File: src/hnps_pkg.sv
// hnps_pkg: shared types and constants for the held note priority stack.
// No dependencies.
package hnps_pkg;

    localparam int KEY_W           = 7;
    localparam int HELD_W          = 4;
    localparam int DEF_STACK_DEPTH = 8;

    typedef logic [KEY_W-1:0] t_key;

    typedef enum logic [1:0] {
        CM_HOLD,
        CM_UPDATE,
        CM_ROTATE
    } t_cell_mode;

    typedef struct packed {
        t_cell_mode mode;
        logic       press;
        logic       found;
        t_key       key;
    } t_cell_ctrl;

    typedef struct packed {
        logic v1;
        t_key k1;
        logic v2;
        t_key k2;
    } t_rank;

    typedef enum logic [1:0] {
        ST_IDLE,
        ST_UPDATE,
        ST_SCAN,
        ST_FINISH
    } t_state;

endpackage

File: src/held_note_priority_stack.sv
// Each input transfer runs through an update step, a rotation of the cell chain past the
// ranking unit, and a load of the result registers, which waits while the output stalls.
// A new item is taken only once the result of the last one has been loaded;
// the rotation scan through the cell chain sets the time per item.
// Reset clears the held count and control state; slot keys are not cleared.
module held_note_priority_stack #(
    parameter int STACK_DEPTH = hnps_pkg::DEF_STACK_DEPTH
) (
    input  logic                         i_clk,
    input  logic                         i_rst_n,
    input  logic                         i_in_valid,
    output logic                         o_in_ready,
    input  logic [hnps_pkg::KEY_W-1:0]   i_note_key,
    input  logic [hnps_pkg::KEY_W-1:0]   i_velocity,
    output logic                         o_out_valid,
    input  logic                         i_out_ready,
    output logic                         o_changed,
    output logic [hnps_pkg::HELD_W-1:0]  o_held_count,
    output logic                         o_newest_valid,
    output logic [hnps_pkg::KEY_W-1:0]   o_newest_key,
    output logic                         o_highest_valid,
    output logic [hnps_pkg::KEY_W-1:0]   o_highest_key,
    output logic                         o_second_valid,
    output logic [hnps_pkg::KEY_W-1:0]   o_second_key
);
    import hnps_pkg::*;

    localparam int CW = $clog2(STACK_DEPTH + 1);
    localparam int SW = $clog2(STACK_DEPTH);
    localparam logic [CW-1:0] FULL     = CW'(STACK_DEPTH);
    localparam logic [SW-1:0] LAST_STEP = SW'(STACK_DEPTH - 1);

    t_state r_state;
    t_state n_state;

    t_key            r_key;
    logic            r_press;
    logic            r_changed;
    logic [CW-1:0]   r_count;
    logic [CW-1:0]   n_count;
    logic [SW-1:0]   r_step;
    t_key            r_newest;

    logic            r_out_valid;
    logic            r_out_changed;
    logic [CW-1:0]   r_out_count;
    t_key            r_out_newest;
    t_rank           r_out_rank;

    t_cell_ctrl      cell_ctrl;
    t_key            keys  [STACK_DEPTH];
    logic            match [STACK_DEPTH];
    logic            seen  [STACK_DEPTH];
    logic            tail  [STACK_DEPTH];
    logic            found;

    logic            in_xfer;
    logic            out_free;
    logic            rank_clear;
    logic            rank_en;
    logic            load_out;
    t_rank           rank;
    logic [CW+HELD_W-1:0] count_ext;

    assign in_xfer  = i_in_valid && o_in_ready;
    assign out_free = !r_out_valid || i_out_ready;
    assign found    = tail[0];

    for (genvar g = 0; g < STACK_DEPTH; g++) begin : g_cell
        hnps_cell #(
            .INDEX (g),
            .CW    (CW)
        ) u_cell (
            .i_clk      (i_clk),
            .i_ctrl     (cell_ctrl),
            .i_count    (r_count),
            .i_prev_key ((g == 0) ? r_key : keys[(g + STACK_DEPTH - 1) % STACK_DEPTH]),
            .i_next_key (keys[(g + 1) % STACK_DEPTH]),
            .i_seen     ((g == 0) ? 1'b0 : seen[(g + STACK_DEPTH - 1) % STACK_DEPTH]),
            .i_tail     ((g == STACK_DEPTH - 1) ? 1'b0 : tail[(g + 1) % STACK_DEPTH]),
            .o_key      (keys[g]),
            .o_match    (match[g]),
            .o_seen     (seen[g]),
            .o_tail     (tail[g])
        );
    end

    hnps_rank u_rank (
        .i_clk   (i_clk),
        .i_rst_n (i_rst_n),
        .i_clear (rank_clear),
        .i_en    (rank_en),
        .i_key   (keys[0]),
        .o_rank  (rank)
    );

    always_comb begin
        n_state         = r_state;
        cell_ctrl.mode  = CM_HOLD;
        cell_ctrl.press = r_press;
        cell_ctrl.found = found;
        cell_ctrl.key   = r_key;
        rank_clear      = 1'b0;
        rank_en         = 1'b0;
        load_out        = 1'b0;
        n_count         = r_count;
        o_in_ready      = 1'b0;
        unique case (r_state)
            ST_IDLE: begin
                o_in_ready = 1'b1;
                if (i_in_valid) begin
                    n_state = ST_UPDATE;
                end
            end
            ST_UPDATE: begin
                cell_ctrl.mode = CM_UPDATE;
                rank_clear     = 1'b1;
                if (r_press) begin
                    if (!found && r_count != FULL) begin
                        n_count = r_count + 1'b1;
                    end
                end else if (found) begin
                    n_count = r_count - 1'b1;
                end
                n_state = ST_SCAN;
            end
            ST_SCAN: begin
                cell_ctrl.mode = CM_ROTATE;
                rank_en        = CW'(r_step) < r_count;
                if (r_step == LAST_STEP) begin
                    n_state = ST_FINISH;
                end
            end
            ST_FINISH: begin
                if (out_free) begin
                    load_out = 1'b1;
                    n_state  = ST_IDLE;
                end
            end
            default: n_state = ST_IDLE;
        endcase
    end

    always_ff @(posedge i_clk) begin
        if (!i_rst_n) begin
            r_state     <= ST_IDLE;
            r_count     <= '0;
            r_step      <= '0;
            r_out_valid <= 1'b0;
        end else begin
            r_state <= n_state;
            r_count <= n_count;
            if (r_state == ST_SCAN) begin
                r_step <= r_step + 1'b1;
            end else begin
                r_step <= '0;
            end
            if (load_out) begin
                r_out_valid <= 1'b1;
            end else if (i_out_ready) begin
                r_out_valid <= 1'b0;
            end
        end
    end

    always_ff @(posedge i_clk) begin
        if (in_xfer) begin
            r_key   <= i_note_key;
            r_press <= (i_velocity != '0);
        end
        if (r_state == ST_UPDATE) begin
            r_changed <= r_press ? !match[0] : found;
        end
        if (r_state == ST_SCAN && r_step == '0) begin
            r_newest <= keys[0];
        end
        if (load_out) begin
            r_out_changed <= r_changed;
            r_out_count   <= r_count;
            r_out_newest  <= (r_count != '0) ? r_newest : '0;
            r_out_rank    <= rank;
        end
    end

    assign count_ext       = (CW + HELD_W)'(r_out_count);
    assign o_out_valid     = r_out_valid;
    assign o_changed       = r_out_changed;
    assign o_held_count    = count_ext[HELD_W-1:0];
    assign o_newest_valid  = (r_out_count != '0);
    assign o_newest_key    = r_out_newest;
    assign o_highest_valid = r_out_rank.v1;
    assign o_highest_key   = r_out_rank.v1 ? r_out_rank.k1 : '0;
    assign o_second_valid  = r_out_rank.v2;
    assign o_second_key    = r_out_rank.v2 ? r_out_rank.k2 : '0;

endmodule

File: src/hnps_cell.sv
// hnps_cell: one slot of the key stack; compares, shifts and rotates with its neighbors.
// Depends on hnps_pkg.
module hnps_cell #(
    parameter int INDEX = 0,
    parameter int CW    = 4
) (
    input  logic                i_clk,
    input  hnps_pkg::t_cell_ctrl i_ctrl,
    input  logic [CW-1:0]       i_count,
    input  hnps_pkg::t_key      i_prev_key,
    input  hnps_pkg::t_key      i_next_key,
    input  logic                i_seen,
    input  logic                i_tail,
    output hnps_pkg::t_key      o_key,
    output logic                o_match,
    output logic                o_seen,
    output logic                o_tail
);
    import hnps_pkg::*;

    localparam logic [CW-1:0] IDX = CW'(INDEX);

    t_key r_key;
    t_key n_key;
    logic occ;

    assign occ     = IDX < i_count;
    assign o_match = occ && (r_key == i_ctrl.key);
    assign o_seen  = i_seen | o_match;
    assign o_tail  = i_tail | o_match;
    assign o_key   = r_key;

    always_comb begin
        n_key = r_key;
        unique case (i_ctrl.mode)
            CM_UPDATE: begin
                if (i_ctrl.press) begin
                    if (i_ctrl.found ? o_tail : (IDX <= i_count)) begin
                        n_key = i_prev_key;
                    end
                end else if (o_seen) begin
                    n_key = i_next_key;
                end
            end
            CM_ROTATE: n_key = i_next_key;
            default:   n_key = r_key;
        endcase
    end

    always_ff @(posedge i_clk) begin
        r_key <= n_key;
    end

endmodule

File: src/hnps_rank.sv
// hnps_rank: running highest and second-highest over keys streamed from the cell chain.
// Depends on hnps_pkg.
module hnps_rank (
    input  logic           i_clk,
    input  logic           i_rst_n,
    input  logic           i_clear,
    input  logic           i_en,
    input  hnps_pkg::t_key i_key,
    output hnps_pkg::t_rank o_rank
);
    import hnps_pkg::*;

    t_rank r_rank;
    t_rank n_rank;

    always_comb begin
        n_rank = r_rank;
        priority if (i_clear) begin
            n_rank = '0;
        end else if (i_en) begin
            if (!r_rank.v1 || i_key > r_rank.k1) begin
                n_rank.k2 = r_rank.k1;
                n_rank.v2 = r_rank.v1;
                n_rank.k1 = i_key;
                n_rank.v1 = 1'b1;
            end else if (!r_rank.v2 || i_key > r_rank.k2) begin
                n_rank.k2 = i_key;
                n_rank.v2 = 1'b1;
            end
        end
    end

    always_ff @(posedge i_clk) begin
        if (!i_rst_n) begin
            r_rank <= '0;
        end else begin
            r_rank <= n_rank;
        end
    end

    assign o_rank = r_rank;

endmodule

File: config.mk
export PLATFORM = sky130hd
export DESIGN_NAME = held_note_priority_stack
export DESIGN_NICKNAME = d
export VERILOG_FILES = /design/src/hnps_pkg.sv /design/src/held_note_priority_stack.sv /design/src/hnps_cell.sv /design/src/hnps_rank.sv
export SDC_FILE = /design/constraint.sdc
export NUM_CORES = 1
export LEC_CHECK = 0
export ABC_AREA = 0
export BUFFER_PORTS_ARGS = -buffer_cell sky130_fd_sc_hd__clkbuf_2
export CELL_PAD_IN_SITES_DETAIL_PLACEMENT = 0
export CELL_PAD_IN_SITES_GLOBAL_PLACEMENT = 1
export CORE_ASPECT_RATIO = 0.75
export CORE_UTILIZATION = 53
export CTS_CLUSTER_SIZE = 30
export DETAILED_ROUTE_END_ITERATION = 6
export PLACE_DENSITY_LB_ADDON = 0.1
export RECOVER_POWER = 50
export SLEW_MARGIN = 40
export SYNTH_ARGS = -nofsm -noshare
export SYNTH_HDL_FRONTEND = slang
export SYNTH_SLANG_ARGS = --single-unit
File: constraint.sdc
create_clock -name i_clk -period 5.1 [get_ports i_clk]
set_clock_uncertainty 0.2 [all_clocks]
set_input_delay 1.02 -clock i_clk [delete_from_list [all_inputs] [get_ports i_clk]]
set_output_delay 1.02 -clock i_clk [all_outputs]
set_load 0.01 [all_outputs]
Word-level counts from Yosys, hierarchy flattened

Index checks and enable logic that the tools add are counted.

Add/sub/neg operators: 3
Magnitude comparators: 19
Equal/unequal tests: 35
Mux-type cells: 60
Bitwise operators: 15
Reduce and logical (&&, ||, !) cells: 42

Operators by type and width:

| kind                                                                     | count |
|---|---|
| 7-bit 2-to-1 mux                                                         | 26 |
| 7-bit one-hot mux with 2 select lines                                    | 8 |
| 7-bit equality test                                                      | 8 |
| 3-bit by 2-bit inequality test with 1-bit output (second input constant) | 16 |
| 3-bit AND reduction                                                      | 10 |
| 3-bit by 4-bit <= comparator with 1-bit output (first input constant)    | 4 |
| 3-bit by 4-bit < comparator with 1-bit output (first input constant)     | 4 |
| 1-bit 2-to-1 mux                                                         | 16 |
| 8-bit 2-to-1 mux                                                         | 2 |
| 7-bit greater-than comparator                                            | 2 |
| 1-bit OR                                                                 | 14 |
| 4-bit 2-to-1 mux                                                         | 3 |
| 1-bit logical AND                                                        | 11 |
| 1-bit by 4-bit <= comparator with 1-bit output (first input constant)    | 2 |
| 2-bit by 4-bit <= comparator with 1-bit output (first input constant)    | 2 |
| 1-bit by 4-bit < comparator with 1-bit output (first input constant)     | 2 |
| 2-bit by 4-bit < comparator with 1-bit output (first input constant)     | 2 |
| 2-bit one-hot mux with 4 select lines                                    | 1 |
| 2-bit nonzero test                                                       | 4 |
| 4-bit nonzero test                                                       | 2 |
| 7-bit nonzero test                                                       | 1 |
| 2-bit equality test (second input constant)                              | 3 |
| 2-bit 2-to-1 mux                                                         | 3 |
| 2-bit inequality test (second input constant)                            | 3 |
| 16 further kinds                                                         | 25 |

Bits in registers: 126
Logic and storage cells: 201

Logic depth before layout (Yosys ltp)

Word-level depth: 13
Mapped depth: 10
Depth with buffers taken out: 9

By module

From an unflattened synthesis, not the netlist that was laid out.

Cells, all modules: 543
Area, all modules: 6827.8 um^2

By module, submodules not included:

| module                            | times used | cells each | area each (um^2) |
|---|---|---|---|
| held_note_priority_stack          | 1          | 143        | 2204.6 |
| hnps_rank                         | 1          | 106        | 994.7 |
| hnps_cell at g_cell[1].u_cell ... | 2          | 37         | 459.2 |
| hnps_cell at g_cell[2].u_cell ... | 2          | 37         | 457.9 |
| hnps_cell at g_cell[6].u_cell     | 1          | 36         | 461.7 |
| hnps_cell at g_cell[4].u_cell     | 1          | 38         | 460.4 |
| hnps_cell at g_cell[5].u_cell     | 1          | 38         | 442.9 |
| hnps_cell at g_cell[0].u_cell     | 1          | 34         | 429.2 |

Worst setup path before layout

No wires, ideal clock.

Kind: input to register
Start: input port i_out_ready
End: register r_out_changed (netlist: o_changed) (enable)
Arrival time: 2.363 ns
Required time: 4.484 ns
Setup slack: 2.121 ns
Cell stages on the path: 2
Path buffers: 0
Path through: nor2b_1 > nor2b_1

Longest elaborated chain between the ends: 3

RTL lines:

| what                   | line                            | source |
|---|---|---|
| start: declaration     | held_note_priority_stack.sv:16  | `input logic i_out_ready,` |
| 1-bit logical OR       | held_note_priority_stack.sv:66  | `assign out_free = !r_out_valid \|\| i_out_ready;` |
| 1-bit 2-to-1 mux       | held_note_priority_stack.sv:135 | `if (out_free) begin` |
| 1-bit 2-to-1 mux       | held_note_priority_stack.sv:108 | `unique case (r_state)` |
| named net load_out     | held_note_priority_stack.sv:61  | `logic load_out;` |
| end signal: assignment | held_note_priority_stack.sv:178 | `r_out_changed <= r_changed;` |
| end: declaration       | held_note_priority_stack.sv:45  | `logic r_out_changed;` |

The timed path passes the listed nets, and every way through them passes these cells.
A chain may end at the register's enable or synchronous reset.

Final worst setup path

Start: register g_cell[0].u_cell.r_key[4]
End: register u_rank.r_rank, in the netlist u_rank.o_rank[1]

Longest elaborated chain between the ends: 4
Elaborated cells on any way between the ends: 7
Classes of those cells: 2 x order compare; 1 x mux; 4 x reduce/logical

RTL lines:

| what                                             | line                             | source |
|---|---|---|
| start: declaration                               | hnps_cell.sv:23                  | `t_key r_key;` |
| start signal: assignment                         | hnps_cell.sv:51                  | `r_key <= n_key;` |
| 7-bit greater-than comparator (on tied branches) | hnps_rank.sv:26, hnps_rank.sv:21 |  |
| 1-bit logical OR (on tied branches)              | hnps_rank.sv:26, hnps_rank.sv:21 |  |
| 2-bit nonzero test (no line)                     | -                                |  |
| 2-bit AND reduction (no line)                    | -                                |  |
| end signal: assignment                           | hnps_rank.sv:37                  | `r_rank <= n_rank;` |
| end: declaration                                 | hnps_rank.sv:13                  | `t_rank r_rank;` |

Several ways; a longest one is shown, not always the timed one.

==> impl_metrics.py <==
metrics = {
    "status": {
        "outcome": "finished, violations left",
        "violations": "max-capacitance violations, max-slew violations",
    },
    "synth": {
        "syn_inst": 530,
        "yosys.cell_count.top_type": "edfxtp_1",
        "synth_common_cells": "edfxtp_1 (100), mux2_2 (56), xor2_1 (36), ha_1 (29), inv_1 (28)",
        "synthArstFlopShare_pct": 0,
        "synth-seq-area-share_pct": 53.4,
        "synth_nets": 577,
        "yosys_warnings": 0,
        "synth_area_um2": 6600,
        "synth.area.top_cells": "edfxtp_1 (45%), mux2_2 (9.6%), dfxtp_1 (7.9%)",
        "netlist.area_leader.share_pct": 45.5,
        "yosys_register_bits": 126,
        "yosys.area.top_type": "edfxtp_1",
        "avgSynthCellArea_um2": 12.5,
        "synth_flop_cell": "edfxtp_1",
        "yosysUniqueCellTypes": 58,
        "synth-edff-count": 100,
    },
    "grt": {
        "grt_pass1_vias": 3983,
        "grt_pass1_wl_mm": 23.6,
        "grt.overflow.total": 0,
        "grt_max_degree": 29,
        "grt_use_total_pct": 25.4,
        "antenna_found_initial": 0,
    },
    "worst_setup_path": {
        "critical-path-slowest-cell": "o41ai_2",
        "critPathMaxStageDelay_ns": 0.63,
        "required_ns": 5.21,
        "end_kind": "flip-flop",
        "crit_top_cell": "a211oi_1",
        "crit_cells": 10,
        "cp.buffers_inverters": 2,
        "cp_cell_sequence": "clkbuf_1 -> ha_1 -> a21o_1 -> a21oi_1 -> nor2b_1 -> o41ai_2 -> buf_4 -> a31o_2 -> a211oi_1 -> a211oi_1",
        "path_max_fanout": 13,
        "critPathLaunchType": "flip-flop",
        "arrival_ns": 3.74,
        "critPathKind": "reg2reg",
        "reg2reg_depth": 10,
        "critPathTopFamily": "compound AO/OA/AOI/OAI gates",
    },
    "cells_and_area": {
        "fin_util_pct": 63.2,
        "antenna_cells": 0,
        "area_growth_pct": 13.6,
        "multi_input_area_um2": 2830,
        "nFillCells": 931,
        "seq_area_um2": 3520,
        "drive_gt1_share_pct": 22.9,
        "final_cell_count_no_fill": 755,
        "final_net_count": 627,
    },
    "floorplanning": {
        "num_io_pins": 49,
        "start_util_pct": 55.6,
        "die_w_um": 131,
        "die_h_um": 98.6,
        "rows": 34,
        "core_um2": 11900,
        "die_area_um2": 12900,
    },
    "routing": {
        "drcViolationCount": 0,
        "via_count": 4359,
        "drt-total-wl_mm": 15.1,
        "post_drt_wl_per_cell_um": 20.1,
        "drt_iter0_drc": 500,
        "via_per_inst": 5.77,
        "ant_nets": 0,
        "drt-pass1-iter-count": 5,
    },
    "run": {
        "drv_cap": 1,
    },
    "clocking": {
        "cts_setup_buffers": 0,
        "clk_pin_slew_ns": 0.06,
        "cts_tree": "yes",
        "post_cts_resized": 0,
        "cts_hold_buf": 0,
        "cts_sinks": 126,
        "clock_latency_ns": 0.41,
        "cts-root-buf": "clkbuf_16",
        "numCtsBuffers": 17,
        "clock_path_buffers": 2,
        "cts_htree_levels": 4,
    },
    "power": {
        "total_power_mw": 4.75,
        "internal_power_mw": 3.07,
        "clkPwrFrac_pct": 24.7,
        "power_density_nw_per_um2": 634,
        "p_switching_mw": 1.69,
        "switching_share_pct": 35.5,
        "pwr-share-comb_pct": 31.4,
        "leakage_nw": 2.75,
        "seqPwrFrac_pct": 43.9,
        "ir_drop_mv": 0.324,
    },
    "timing": {
        "max_freq_mhz": 275,
        "min_period_over_period_pct": 71.2,
        "setup-tns-final_ns": 0,
        "worstMarginPinSlew_ns": 1.62,
        "setup_ws_ns": 1.47,
        "finalSetupViolCount": 0,
        "fin_crit_ns": 3.63,
        "report.final.slew_viol_count": 29,
        "finalHoldViolCount": 0,
        "relSlewSlack_pct": -7.77,
        "rsz0062_at_grt": "false",
    },
    "placed_design": {
        "dpl.hpwl_mm": 10.8,
        "gp_congestion": 0.847,
        "portBuffers": 48,
        "dpl.cell_count": 723,
        "dp_slack_ns": 1.72,
    },
    "min_path": {
        "hold_depth": 0,
        "hp-class": "reg2reg",
    },
}
## registers in the layout, indices dropped and copies added, names as in the netlist, 2 cells and up
| signal | flops |
|---|---|
| r_count | 4 |
| r_state | 2 |
| r_out_rank | 14 |
| r_step | 3 |
| o_newest_key | 7 |
| o_held_count | 4 |
| r_newest | 7 |
| r_key | 7 |
| u_rank.o_rank | 16 |
| g_cell.u_cell.o_key | 56 |
## power groups by stage
| stage | Clock [mW] | Combinational (mW) | Sequential (mW) |
|---|---|---|---|
| after global routing | 1.22 | 1.64 | 2.12 |
| after CTS | 1.18 | 1.53 | 2.07 |
| after global placement | 0 | 1.46 | 2.08 |
| final | 1.17 | 1.49 | 2.09 |
| after floorplan | 0 | 1.17 | 1.87 |
| after detailed placement | 0 | 1.51 | 2.08 |
## kinds of logic after synthesis
group / count (synthesis) / synth area share (%)
xor+xnor: 57 / 7.56
simple gates: 132 / 11.9
mux: 60 / 10.2
buf+inv: 53 / 3.87
fa+ha+maj: 29 / 5.50
compound gates: 73 / 7.66
flops: 126 / 53.4
## path summary, 6_finish.rpt
check	start	end	slack [ns]
worst max-delay path	g_cell[0].u_cell.o_key[4]$_DFFE_PP_	u_rank.o_rank[1]$_SDFFE_PP0P_	1.47
worst min-delay path	u_rank.o_rank[5]$_SDFFE_PP0P_	r_out_rank[5]$_DFFE_PP_	0.23
worst max register to register	g_cell[0].u_cell.o_key[4]$_DFFE_PP_	u_rank.o_rank[1]$_SDFFE_PP0P_	1.47
worst min register to register	u_rank.o_rank[5]$_SDFFE_PP0P_	r_out_rank[5]$_DFFE_PP_	0.23
## routing by layer
layer	share of wire [%]	global-route usage [%]	vias to the layer above	routed length, µm
li1	-	-	2041	-
met1	53	43.5	2104	8050
met2	38	30.7	197	5730
met3	7.9	5.48	17	1200
met4	1.1	7.43	0	170
met5	0	0	-	0
## layout make-up
cell class | instances | share of cell area, %
Inverter | 28 | 1.40
Tap cell | 162 | 2.70
Clock buffer | 18 | 5.72
Sequential cell | 126 | 47.0
Timing Repair Buffer | 56 | 3.62
Clock inverter | 14 | 1.92
Multi-Input combinational cell | 351 | 37.7
## stage by stage
step                      area [µm²]  hold slack [ns]
final                           7500            0.235
after global routing            7500            0.250
after CTS                       7560            0.232
after detailed placement        6990            0.218
after global placement          6950            0.214
after floorplan                 6600            0.200
## placed cells by master, fill, tap and decap left out, drive strengths merged, types with 6 or more instances in the layout
| cell | netlist | final |
|---|---|---|
| ha | 29 | 29 |
| a211oi | 12 | 12 |
| nor3 | 9 | 9 |
| and2 | 22 | 22 |
| nor2b | 8 | 8 |
| dfxtp | 26 | 26 |
| edfxtp | 100 | 100 |
| nand4 | 6 | 6 |
| nand2 | 20 | 20 |
| nor2 | 22 | 22 |
| nand3 | 8 | 8 |
| xnor2 | 21 | 21 |
| a21oi | 17 | 17 |
| clkbuf | 11 | 71 |
| inv | 28 | 29 |
| o21ai | 15 | 15 |
| mux2 | 56 | 56 |
| nor4 | 12 | 12 |
| xor2 | 36 | 36 |
| nand2b | 6 | 6 |
| clkinv | 0 | 8 |
No activity file was read; power rests on OpenSTA's default activity.
